File: src/design/debug_breakpoint_slot_table_core_defines.svh
// Assertion macros for the breakpoint slot table core.
// Used by the top level only; no other dependencies.
`ifndef DEBUG_BREAKPOINT_SLOT_TABLE_CORE_DEFINES_SVH
`define DEBUG_BREAKPOINT_SLOT_TABLE_CORE_DEFINES_SVH

// Same-cycle implication, checked out of reset.
`define DBST_ASSERT_NOW(label, clk, rst_n, ante, cons) \
    label: assert property (@(posedge clk) disable iff (!rst_n) (ante) |-> (cons)) \
        else $error("breakpoint slot table: same-cycle check failed");

// Next-cycle implication, checked out of reset.
`define DBST_ASSERT_NEXT(label, clk, rst_n, ante, cons) \
    label: assert property (@(posedge clk) disable iff (!rst_n) (ante) |=> (cons)) \
        else $error("breakpoint slot table: next-cycle check failed");

`endif

File: src/design/dbst_pkg.sv
// Shared types and constants for the breakpoint slot table.
// No dependencies.
package dbst_pkg;

    localparam int SLOT_COUNT  = 4;
    localparam int SLOT_IDX_W  = 2;
    localparam int COUNT_W     = $clog2(SLOT_COUNT + 1);
    localparam int ADDR_W      = 32;

    typedef enum logic [1:0] {
        OP_SET  = 2'd0,
        OP_FIND = 2'd1,
        OP_FREE = 2'd2,
        OP_NOP  = 2'd3
    } t_opcode;

    typedef enum logic [2:0] {
        ST_OK        = 3'd0,
        ST_BAD_SIZE  = 3'd1,
        ST_BAD_TYPE  = 3'd2,
        ST_BAD_SCOPE = 3'd3,
        ST_NO_FREE   = 3'd4,
        ST_NOT_FOUND = 3'd5,
        ST_NOT_USED  = 3'd6
    } t_status;

    typedef enum logic [1:0] {
        SCOPE_LOCAL  = 2'd1,
        SCOPE_GLOBAL = 2'd2
    } t_scope;

    typedef enum logic {
        S_IDLE = 1'b0,
        S_EXEC = 1'b1
    } t_state;

    // Controller to datapath commands
    typedef struct packed {
        logic load;
        logic exec;
    } t_dp_cmd;

endpackage

File: src/design/debug_breakpoint_slot_table_core.sv
// Top level of the breakpoint slot table: controller plus datapath.
// Depends on dbst_pkg, dbst_ctrl, dbst_datapath and the defines header.
//
// Each command beat (start high while busy is low) is registered in S_IDLE;
// in S_EXEC the four slot range comparators and the free stack update run.
// The result appears on o_status/o_slot_index with o_done, high for exactly
// one cycle, in the cycle after S_EXEC; busy is low again then, so a new
// command may be issued in that same cycle. No new command is taken while
// busy is high. The receiver cannot stall the result.
`include "debug_breakpoint_slot_table_core_defines.svh"
module debug_breakpoint_slot_table_core
    import dbst_pkg::*;
(
    input  logic                  i_clk,
    input  logic                  i_rst_n,
    input  logic                  start,
    output logic                  busy,
    input  logic [1:0]            i_opcode,
    input  logic [ADDR_W-1:0]     i_address,
    input  logic [2:0]            i_access_type,
    input  logic [2:0]            i_size_code,
    input  logic [1:0]            i_scope,
    input  logic [SLOT_IDX_W-1:0] i_slot,
    output logic                  o_done,
    output logic [2:0]            o_status,
    output logic [SLOT_IDX_W-1:0] o_slot_index
);

    t_dp_cmd w_cmd;

    dbst_ctrl u_ctrl (
        .i_clk   (i_clk),
        .i_rst_n (i_rst_n),
        .i_start (start),
        .o_busy  (busy),
        .o_done  (o_done),
        .o_cmd   (w_cmd)
    );

    dbst_datapath u_datapath (
        .i_clk         (i_clk),
        .i_rst_n       (i_rst_n),
        .i_cmd         (w_cmd),
        .i_opcode      (i_opcode),
        .i_address     (i_address),
        .i_access_type (i_access_type),
        .i_size_code   (i_size_code),
        .i_scope       (i_scope),
        .i_slot        (i_slot),
        .o_status      (o_status),
        .o_slot_index  (o_slot_index)
    );

    // Accepted beat gives a result strobe after its S_EXEC state
    `DBST_ASSERT_NOW(a_accept_done, i_clk, i_rst_n, start && !busy, ##2 o_done)
    // Busy lasts one cycle only
    `DBST_ASSERT_NEXT(a_busy_short, i_clk, i_rst_n, busy, !busy)
    // Result is shown while idle
    `DBST_ASSERT_NOW(a_done_idle, i_clk, i_rst_n, o_done, !busy)
    // Failed operations report slot zero
    `DBST_ASSERT_NOW(a_fail_index, i_clk, i_rst_n, o_done && o_status != ST_OK, o_slot_index == '0)

endmodule

File: src/design/dbst_ctrl.sv
// Controller for the breakpoint slot table: command accept and result strobe.
// Depends on dbst_pkg.
module dbst_ctrl
    import dbst_pkg::*;
(
    input  logic    i_clk,
    input  logic    i_rst_n,
    input  logic    i_start,
    output logic    o_busy,
    output logic    o_done,
    output t_dp_cmd o_cmd
);

    t_state r_state;
    t_state n_state;
    logic   r_done;

    // State register and result strobe
    always_ff @(posedge i_clk) begin
        if (!i_rst_n) begin
            r_state <= S_IDLE;
            r_done  <= 1'b0;
        end else begin
            r_state <= n_state;
            r_done  <= (r_state == S_EXEC);
        end
    end

    // Next state and commands
    always_comb begin
        n_state    = r_state;
        o_cmd.load = 1'b0;
        o_cmd.exec = 1'b0;
        unique case (r_state)
            S_IDLE: begin
                if (i_start) begin
                    o_cmd.load = 1'b1;
                    n_state    = S_EXEC;
                end
            end
            S_EXEC: begin
                o_cmd.exec = 1'b1;
                n_state    = S_IDLE;
            end
            default: n_state = S_IDLE;
        endcase
    end

    assign o_busy = (r_state != S_IDLE);
    assign o_done = r_done;

endmodule

File: src/design/dbst_datapath.sv
// Datapath for the breakpoint slot table: slot storage, free stack,
// range comparators and result registers. Depends on dbst_pkg.
module dbst_datapath
    import dbst_pkg::*;
(
    input  logic                  i_clk,
    input  logic                  i_rst_n,
    input  t_dp_cmd               i_cmd,
    input  logic [1:0]            i_opcode,
    input  logic [ADDR_W-1:0]     i_address,
    input  logic [2:0]            i_access_type,
    input  logic [2:0]            i_size_code,
    input  logic [1:0]            i_scope,
    input  logic [SLOT_IDX_W-1:0] i_slot,
    output logic [2:0]            o_status,
    output logic [SLOT_IDX_W-1:0] o_slot_index
);

    // Captured command beat
    logic [1:0]            r_op;
    logic [ADDR_W-1:0]     r_addr;
    logic [2:0]            r_kind;
    logic [2:0]            r_size;
    logic [1:0]            r_scope;
    logic [SLOT_IDX_W-1:0] r_slot;

    // Slot table
    logic [ADDR_W-1:0]     r_base     [SLOT_COUNT];
    logic [1:0]            r_slot_kind[SLOT_COUNT];
    logic [1:0]            r_len_code [SLOT_COUNT];
    logic                  r_global   [SLOT_COUNT];
    logic [SLOT_COUNT-1:0] r_in_use;

    // Free stack
    logic [SLOT_IDX_W-1:0] r_stack[SLOT_COUNT];
    logic [COUNT_W-1:0]    r_free_count;
    logic [COUNT_W-1:0]    w_top;

    // Results
    logic [2:0]            r_status;
    logic [SLOT_IDX_W-1:0] r_index;
    logic [2:0]            n_status;
    logic [SLOT_IDX_W-1:0] n_index;

    logic                  w_set_ok;
    logic                  w_free_ok;
    logic [SLOT_IDX_W-1:0] w_alloc;
    logic [SLOT_COUNT-1:0] w_hit;
    logic [ADDR_W-1:0]     w_diff[SLOT_COUNT];

    assign w_top   = r_free_count - COUNT_W'(1);
    assign w_alloc = r_stack[w_top[SLOT_IDX_W-1:0]];

    // Compare the query against every slot range, no wrap
    always_comb begin
        for (int i = 0; i < SLOT_COUNT; i++) begin
            w_diff[i] = r_addr - r_base[i];
            w_hit[i]  = r_in_use[i] && ({1'b0, r_slot_kind[i]} == r_kind)
                        && (r_addr >= r_base[i])
                        && ((w_diff[i] >> r_len_code[i]) == '0);
        end
    end

    // Decode the operation and pick the result
    always_comb begin
        n_status  = ST_OK;
        n_index   = '0;
        w_set_ok  = 1'b0;
        w_free_ok = 1'b0;
        unique case (t_opcode'(r_op))
            OP_SET: begin
                if (r_size > 3'd3) begin
                    n_status = ST_BAD_SIZE;
                end else if (r_kind > 3'd3) begin
                    n_status = ST_BAD_TYPE;
                end else if (r_scope != SCOPE_LOCAL && r_scope != SCOPE_GLOBAL) begin
                    n_status = ST_BAD_SCOPE;
                end else if (r_free_count == '0) begin
                    n_status = ST_NO_FREE;
                end else begin
                    w_set_ok = 1'b1;
                    n_index  = w_alloc;
                end
            end
            OP_FIND: begin
                n_status = ST_NOT_FOUND;
                // Lowest-numbered hit wins
                for (int i = SLOT_COUNT - 1; i >= 0; i--) begin
                    if (w_hit[i]) begin
                        n_status = ST_OK;
                        n_index  = SLOT_IDX_W'(i);
                    end
                end
            end
            OP_FREE: begin
                if (!r_in_use[r_slot]) begin
                    n_status = ST_NOT_USED;
                end else begin
                    w_free_ok = 1'b1;
                end
            end
            default: begin
                n_status = ST_OK;
            end
        endcase
    end

    // Control state: use flags and free stack
    always_ff @(posedge i_clk) begin
        if (!i_rst_n) begin
            r_in_use     <= '0;
            r_free_count <= COUNT_W'(SLOT_COUNT);
            for (int i = 0; i < SLOT_COUNT; i++) begin
                r_stack[i] <= SLOT_IDX_W'(i);
            end
        end else if (i_cmd.exec) begin
            if (w_set_ok) begin
                r_in_use[w_alloc] <= 1'b1;
                r_free_count      <= w_top;
            end
            if (w_free_ok) begin
                r_in_use[r_slot] <= 1'b0;
                if (r_free_count < COUNT_W'(SLOT_COUNT)) begin
                    r_stack[r_free_count[SLOT_IDX_W-1:0]] <= r_slot;
                    r_free_count <= r_free_count + COUNT_W'(1);
                end
            end
        end
    end

    // Payload: command capture, slot fields, results
    always_ff @(posedge i_clk) begin
        if (i_cmd.load) begin
            r_op    <= i_opcode;
            r_addr  <= i_address;
            r_kind  <= i_access_type;
            r_size  <= i_size_code;
            r_scope <= i_scope;
            r_slot  <= i_slot;
        end
        if (i_cmd.exec) begin
            if (w_set_ok) begin
                r_base[w_alloc]      <= r_addr;
                r_slot_kind[w_alloc] <= r_kind[1:0];
                r_len_code[w_alloc]  <= r_size[1:0];
                r_global[w_alloc]    <= (r_scope == SCOPE_GLOBAL);
            end
            if (w_free_ok) begin
                r_base[r_slot]      <= '0;
                r_slot_kind[r_slot] <= '0;
                r_len_code[r_slot]  <= '0;
                r_global[r_slot]    <= 1'b0;
            end
            r_status <= n_status;
            r_index  <= n_index;
        end
    end

    assign o_status     = r_status;
    assign o_slot_index = r_index;

endmodule

File: config.mk
export PLATFORM = sky130hd
export DESIGN_NAME = debug_breakpoint_slot_table_core
export DESIGN_NICKNAME = d
export VERILOG_FILES = /design/src/design/dbst_pkg.sv /design/src/design/debug_breakpoint_slot_table_core.sv /design/src/design/dbst_ctrl.sv /design/src/design/dbst_datapath.sv
export VERILOG_INCLUDE_DIRS = /design/src /design/src/design
export SDC_FILE = /design/constraint.sdc
export NUM_CORES = 1
export LEC_CHECK = 0
export ABC_AREA = 1
export ABC_CLOCK_PERIOD_IN_PS = 11400
export BUFFER_PORTS_ARGS = -buffer_cell sky130_fd_sc_hd__buf_4
export CAP_MARGIN = 0
export CORE_MARGIN = 2
export CORE_UTILIZATION = 57
export CTS_CLUSTER_DIAMETER = 40
export DETAILED_ROUTE_END_ITERATION = 6
export PLACE_DENSITY = 0.72
export REMOVE_ABC_BUFFERS = 1
export SYNTH_ARGS = -nofsm -noshare
export SYNTH_HDL_FRONTEND = slang
export SYNTH_SLANG_ARGS = --single-unit
File: constraint.sdc
create_clock -name i_clk -period 11.4 [get_ports i_clk]
set_input_delay 1.14 -clock i_clk [delete_from_list [all_inputs] [get_ports i_clk]]
set_output_delay 1.14 -clock i_clk [all_outputs]
set_load 0.02 [all_outputs]
==> run summary <==
RUN STATUS
--------------------------------------------------------------------------------
Run status ........................................................    completed

SETUP PATH
--------------------------------------------------------------------------------
Crit Path Max Fanout ..............................................           39
Beginning of the worst register-to-register path .................. u_datapath.r_slot[1]
CP required .......................................................    11,560 ps
Startpoint class of the critical path .............................     register
Count of cells along the worst register-to-register path ..........           11
Sort of element at the end of the critical path ...................     register
Crit path DAT .....................................................      3930 ps
R2R Path End ...................................................... u_datapath.r_base[3][13]
Setup slack of the most critical reg-to-reg path ..................      7630 ps
Crit Path Class ................................................... register to register

FINAL LAYOUT
--------------------------------------------------------------------------------
Layout cells sized above 1 ........................................        6.04%
Final nets ........................................................        2,861
Final Cell Area ...................................................   19,500 µm²
Area Growth Syn to Fin ............................................        10.5%

YOSYS
--------------------------------------------------------------------------------
Gate Count Post-Synth .............................................        2,603
Simple-gate share of the synthesized area .........................        34.4%
Compound-Gate Fraction of Synth Area ..............................        8.33%
Dominant cell by count in the synthesized netlist ................. sky130_fd_sc_hd__nand2_1
Commonest register cell after synthesis ........................... sky130_fd_sc_hd__edfxtp_1
Area share of xor/xnor cells in the synthesized design ............       0.646%
Fraction of post-synthesis cell area in the top cell type by area .        34.3%
Synthesis-stage register bit count ................................          210
Mux cell area share after synthesis ...............................           0%
Number of enable-type register cells in the synthesized netlist ...          201
Count of cell types in the netlist ................................           46
Cell taking the most area after synthesis ......................... sky130_fd_sc_hd__edfxtp_1
Post-Synthesis Cell Area ..........................................   17,600 µm²
Largest family of logic cells by synthesized area ................. simple AND/OR/NAND/NOR gates
Share of async-settable or async-resettable flops after synthesis .           0%
Area share of fa/ha/maj cells after synthesis .....................        9.76%
Sequential-to-total area share from yosys stat ....................        35.3%
Largest cells by area after synthesis ............................. sky130_fd_sc_hd__edfxtp_1, sky130_fd_sc_hd__nand2_1, sky130_fd_sc_hd__inv_1
Top cells by count, synth ......................................... sky130_fd_sc_hd__nand2_1, sky130_fd_sc_hd__inv_1, sky130_fd_sc_hd__nor2_1
Synth warnings ....................................................            0
Mean instance size in the synthesized netlist .....................     6.77 µm²

CLOCKING
--------------------------------------------------------------------------------
TritonCTS Sinks ...................................................          210
Clock-pin transition on the worst setup and hold timing paths .....        60 ps
TritonCTS clock tree ..............................................          yes
Count of cells resized by post-cts repair .........................            0
Clock insertion delay at the later pin of the skew report .........       570 ps
Buffers inserted by post-CTS timing repair ........................            0
Level count of the clock H-tree ...................................            1
TritonCTS buffer count ............................................           26
CTS hold repair buffers ...........................................            0
Master cell of the clock root buffer .............................. sky130_fd_sc_hd__clkbuf_16
Maximum buffer depth of the clock tree ............................            3

TIMING
--------------------------------------------------------------------------------
Final setup viols .................................................            0
Final critical delay including setup and external delays ..........      3770 ps
Setup Skew ........................................................      39.9 ps
Period utilization ................................................        33.1%
Aggregate negative setup slack ....................................         0 ps
Relative slew slack ...............................................        30.1%
Unrepaired setup endpoints after global routing ...................           no
Number of hold violations in the final report .....................            0
F_max .............................................................      265 MHz
Worst slew pin tran ...............................................      1050 ps
Number of slew-limit violations in the final report ...............            0

FLOORPLAN
--------------------------------------------------------------------------------
Die area ..........................................................   32,300 µm²
Floorplan die height ..............................................       180 µm
Number of placement rows ..........................................           64
Initial Util ......................................................        57.7%
DIE WIDTH .........................................................       180 µm
Boundary Pins .....................................................           54
Std-Cell Core Area ................................................   30,500 µm²

ROUTE
--------------------------------------------------------------------------------
Antenna Nets Post-Route ...........................................            0
Number of vias after detailed routing .............................       17,243
Mean number of vias per cell ......................................         5.57
WL/cell ...........................................................      18.7 µm
First-pass iteration count of the detailed router .................            7
Wire length after detailed routing ................................      57.9 mm
DRT iter0 DRCs ....................................................        1,784
Number of remaining DRC errors ....................................            0

GLOBAL ROUTING
--------------------------------------------------------------------------------
Remaining global-route overflow ...................................            0
First-pass GRT wire length ........................................      88.6 mm
Antenna violations before repair ..................................            0
Total global-route track usage ....................................        35.3%
Via count of the first global-routing pass ........................       16,298
Maximum number of pins on one net before global-route repair ......           40

WORST HOLD PATH
--------------------------------------------------------------------------------
Worst hold stages .................................................            1
Sink of the worst hold path ....................................... u_datapath.r_in_use[3]
Hold path start ................................................... u_datapath.r_slot[1]
Tightest Hold Check Type .......................................... register to register

POWER
--------------------------------------------------------------------------------
Maximum vdd ir drop ...............................................   0.000135 V
Standby leakage power .............................................      9.96 nW
Power density cells ...............................................   110 nW/µm²

PLACE
--------------------------------------------------------------------------------
Buffers on Ports ..................................................           53
Area of placed instances ..........................................   18,500 µm²
Dpl hpwl ..........................................................      45.5 mm
Global placement routability congestion ...........................         1.06

JOB
--------------------------------------------------------------------------------
Count of max-cap constraint violations ............................            0

## worst max-delay path, cell delays in order (launching register included)
cell and delay, ps:
sky130_fd_sc_hd__edfxtp_1 430, sky130_fd_sc_hd__inv_1 230, sky130_fd_sc_hd__nand3_1 110, sky130_fd_sc_hd__nand4_1 140, sky130_fd_sc_hd__nand3_1 120, sky130_fd_sc_hd__nor2_1 320, sky130_fd_sc_hd__inv_1 560, sky130_fd_sc_hd__nor2_1 320
sky130_fd_sc_hd__a21oi_1 90, sky130_fd_sc_hd__inv_1 90, sky130_fd_sc_hd__nand2_1 130, sky130_fd_sc_hd__nor2_4 800
## metal layers
metal | part of all wire (%) | GRT usage [%] | wire length (µm) | vias up
li1 | - | - | - | 8468
met1 | 41 | 46.5 | 23700 | 7894
met2 | 45 | 57.2 | 25900 | 762
met3 | 10 | 7.01 | 5780 | 119
met4 | 4.4 | 14.5 | 2520 | 0
met5 | 0 | 0 | 0 | -
## layout make-up
cell class	instances	area (µm²)
fillers	2819	11000
multi-input cells	1849	9390
inverters	538	2020
repair buffers	54	405
clock buffers	28	658
clock inverters	19	280
flip-flops and latches	210	6220
well taps	396	495
diodes	2	5.00
## worst max-delay path by stage
stage,startpoint,to,slack (ps)
2_1_floorplan,u_datapath.r_slot[1],u_datapath.r_base[1][0],7540
3_3_place_gp,u_datapath.r_slot[1],u_datapath.r_base[2][28],7930
3_5_place_dp,u_datapath.r_slot[1],u_datapath.r_base[0][29],7710
4_1_cts,u_datapath.r_slot[1],u_datapath.r_base[3][13],7710
5_1_grt,u_datapath.r_slot[1],u_datapath.r_base[1][27],7310
6_report,u_datapath.r_slot[1],u_datapath.r_base[3][13],7630
## sequential cells by signal, summed over array words and instances, names as in the netlist, 3 cells and up
signal and count:
u_datapath.r_free_count 3, u_datapath.o_status 3, u_datapath.r_slot_kind 8, u_datapath.r_in_use 4
u_datapath.r_kind 3, u_datapath.r_size 3, u_datapath.r_len_code 8, u_datapath.r_addr 32
u_datapath.r_base 128, u_datapath.r_stack 8
## where the power goes
part | switching (W) | total [W] | leakage (nW) | internal, W
sequential | 0.0000333 | 0.000894 | 1.91 | 0.000860
clock | 0.000357 | 0.000881 | 0.454 | 0.000523
combinational | 0.000244 | 0.000361 | 7.60 | 0.000117
## stage by stage
step	std cells	utilization (%)	total power [W]	setup WS [ps]	hold slack, ps
after floorplan	2597	-	0.00113	7540	468
after global placement	3047	60.7	0.00126	7930	510
after detailed placement	3047	60.7	0.00126	7710	510
after CTS	3094	63.8	0.00213	7710	516
after global routing	3094	63.8	0.00221	7310	527
final	3096	63.8	0.00214	7630	523
## kinds of logic after synthesis
group,Yosys count
flip-flops,210
adder cells (fa/ha/maj),135
buffers and inverters,544
AND/OR/NAND/NOR,1439
AO/OA/AOI/OAI,262
XOR/XNOR,13
## cell usage in the layout, fill, tap and decap left out, types with 27 or more instances in the layout
cell type	Yosys	routed
sky130_fd_sc_hd__inv_1	526	526
sky130_fd_sc_hd__nand4_1	31	31
sky130_fd_sc_hd__nand2_1	839	839
sky130_fd_sc_hd__nand2_2	27	27
sky130_fd_sc_hd__nor2_1	262	257
sky130_fd_sc_hd__nand3b_1	32	32
sky130_fd_sc_hd__nor3_1	30	30
sky130_fd_sc_hd__o21ai_0	66	66
sky130_fd_sc_hd__a21oi_1	136	136
sky130_fd_sc_hd__ha_1	131	131
sky130_fd_sc_hd__buf_4	0	54
sky130_fd_sc_hd__edfxtp_1	201	201
sky130_fd_sc_hd__nand3_1	191	191
(Power assumes the default switching activity.)
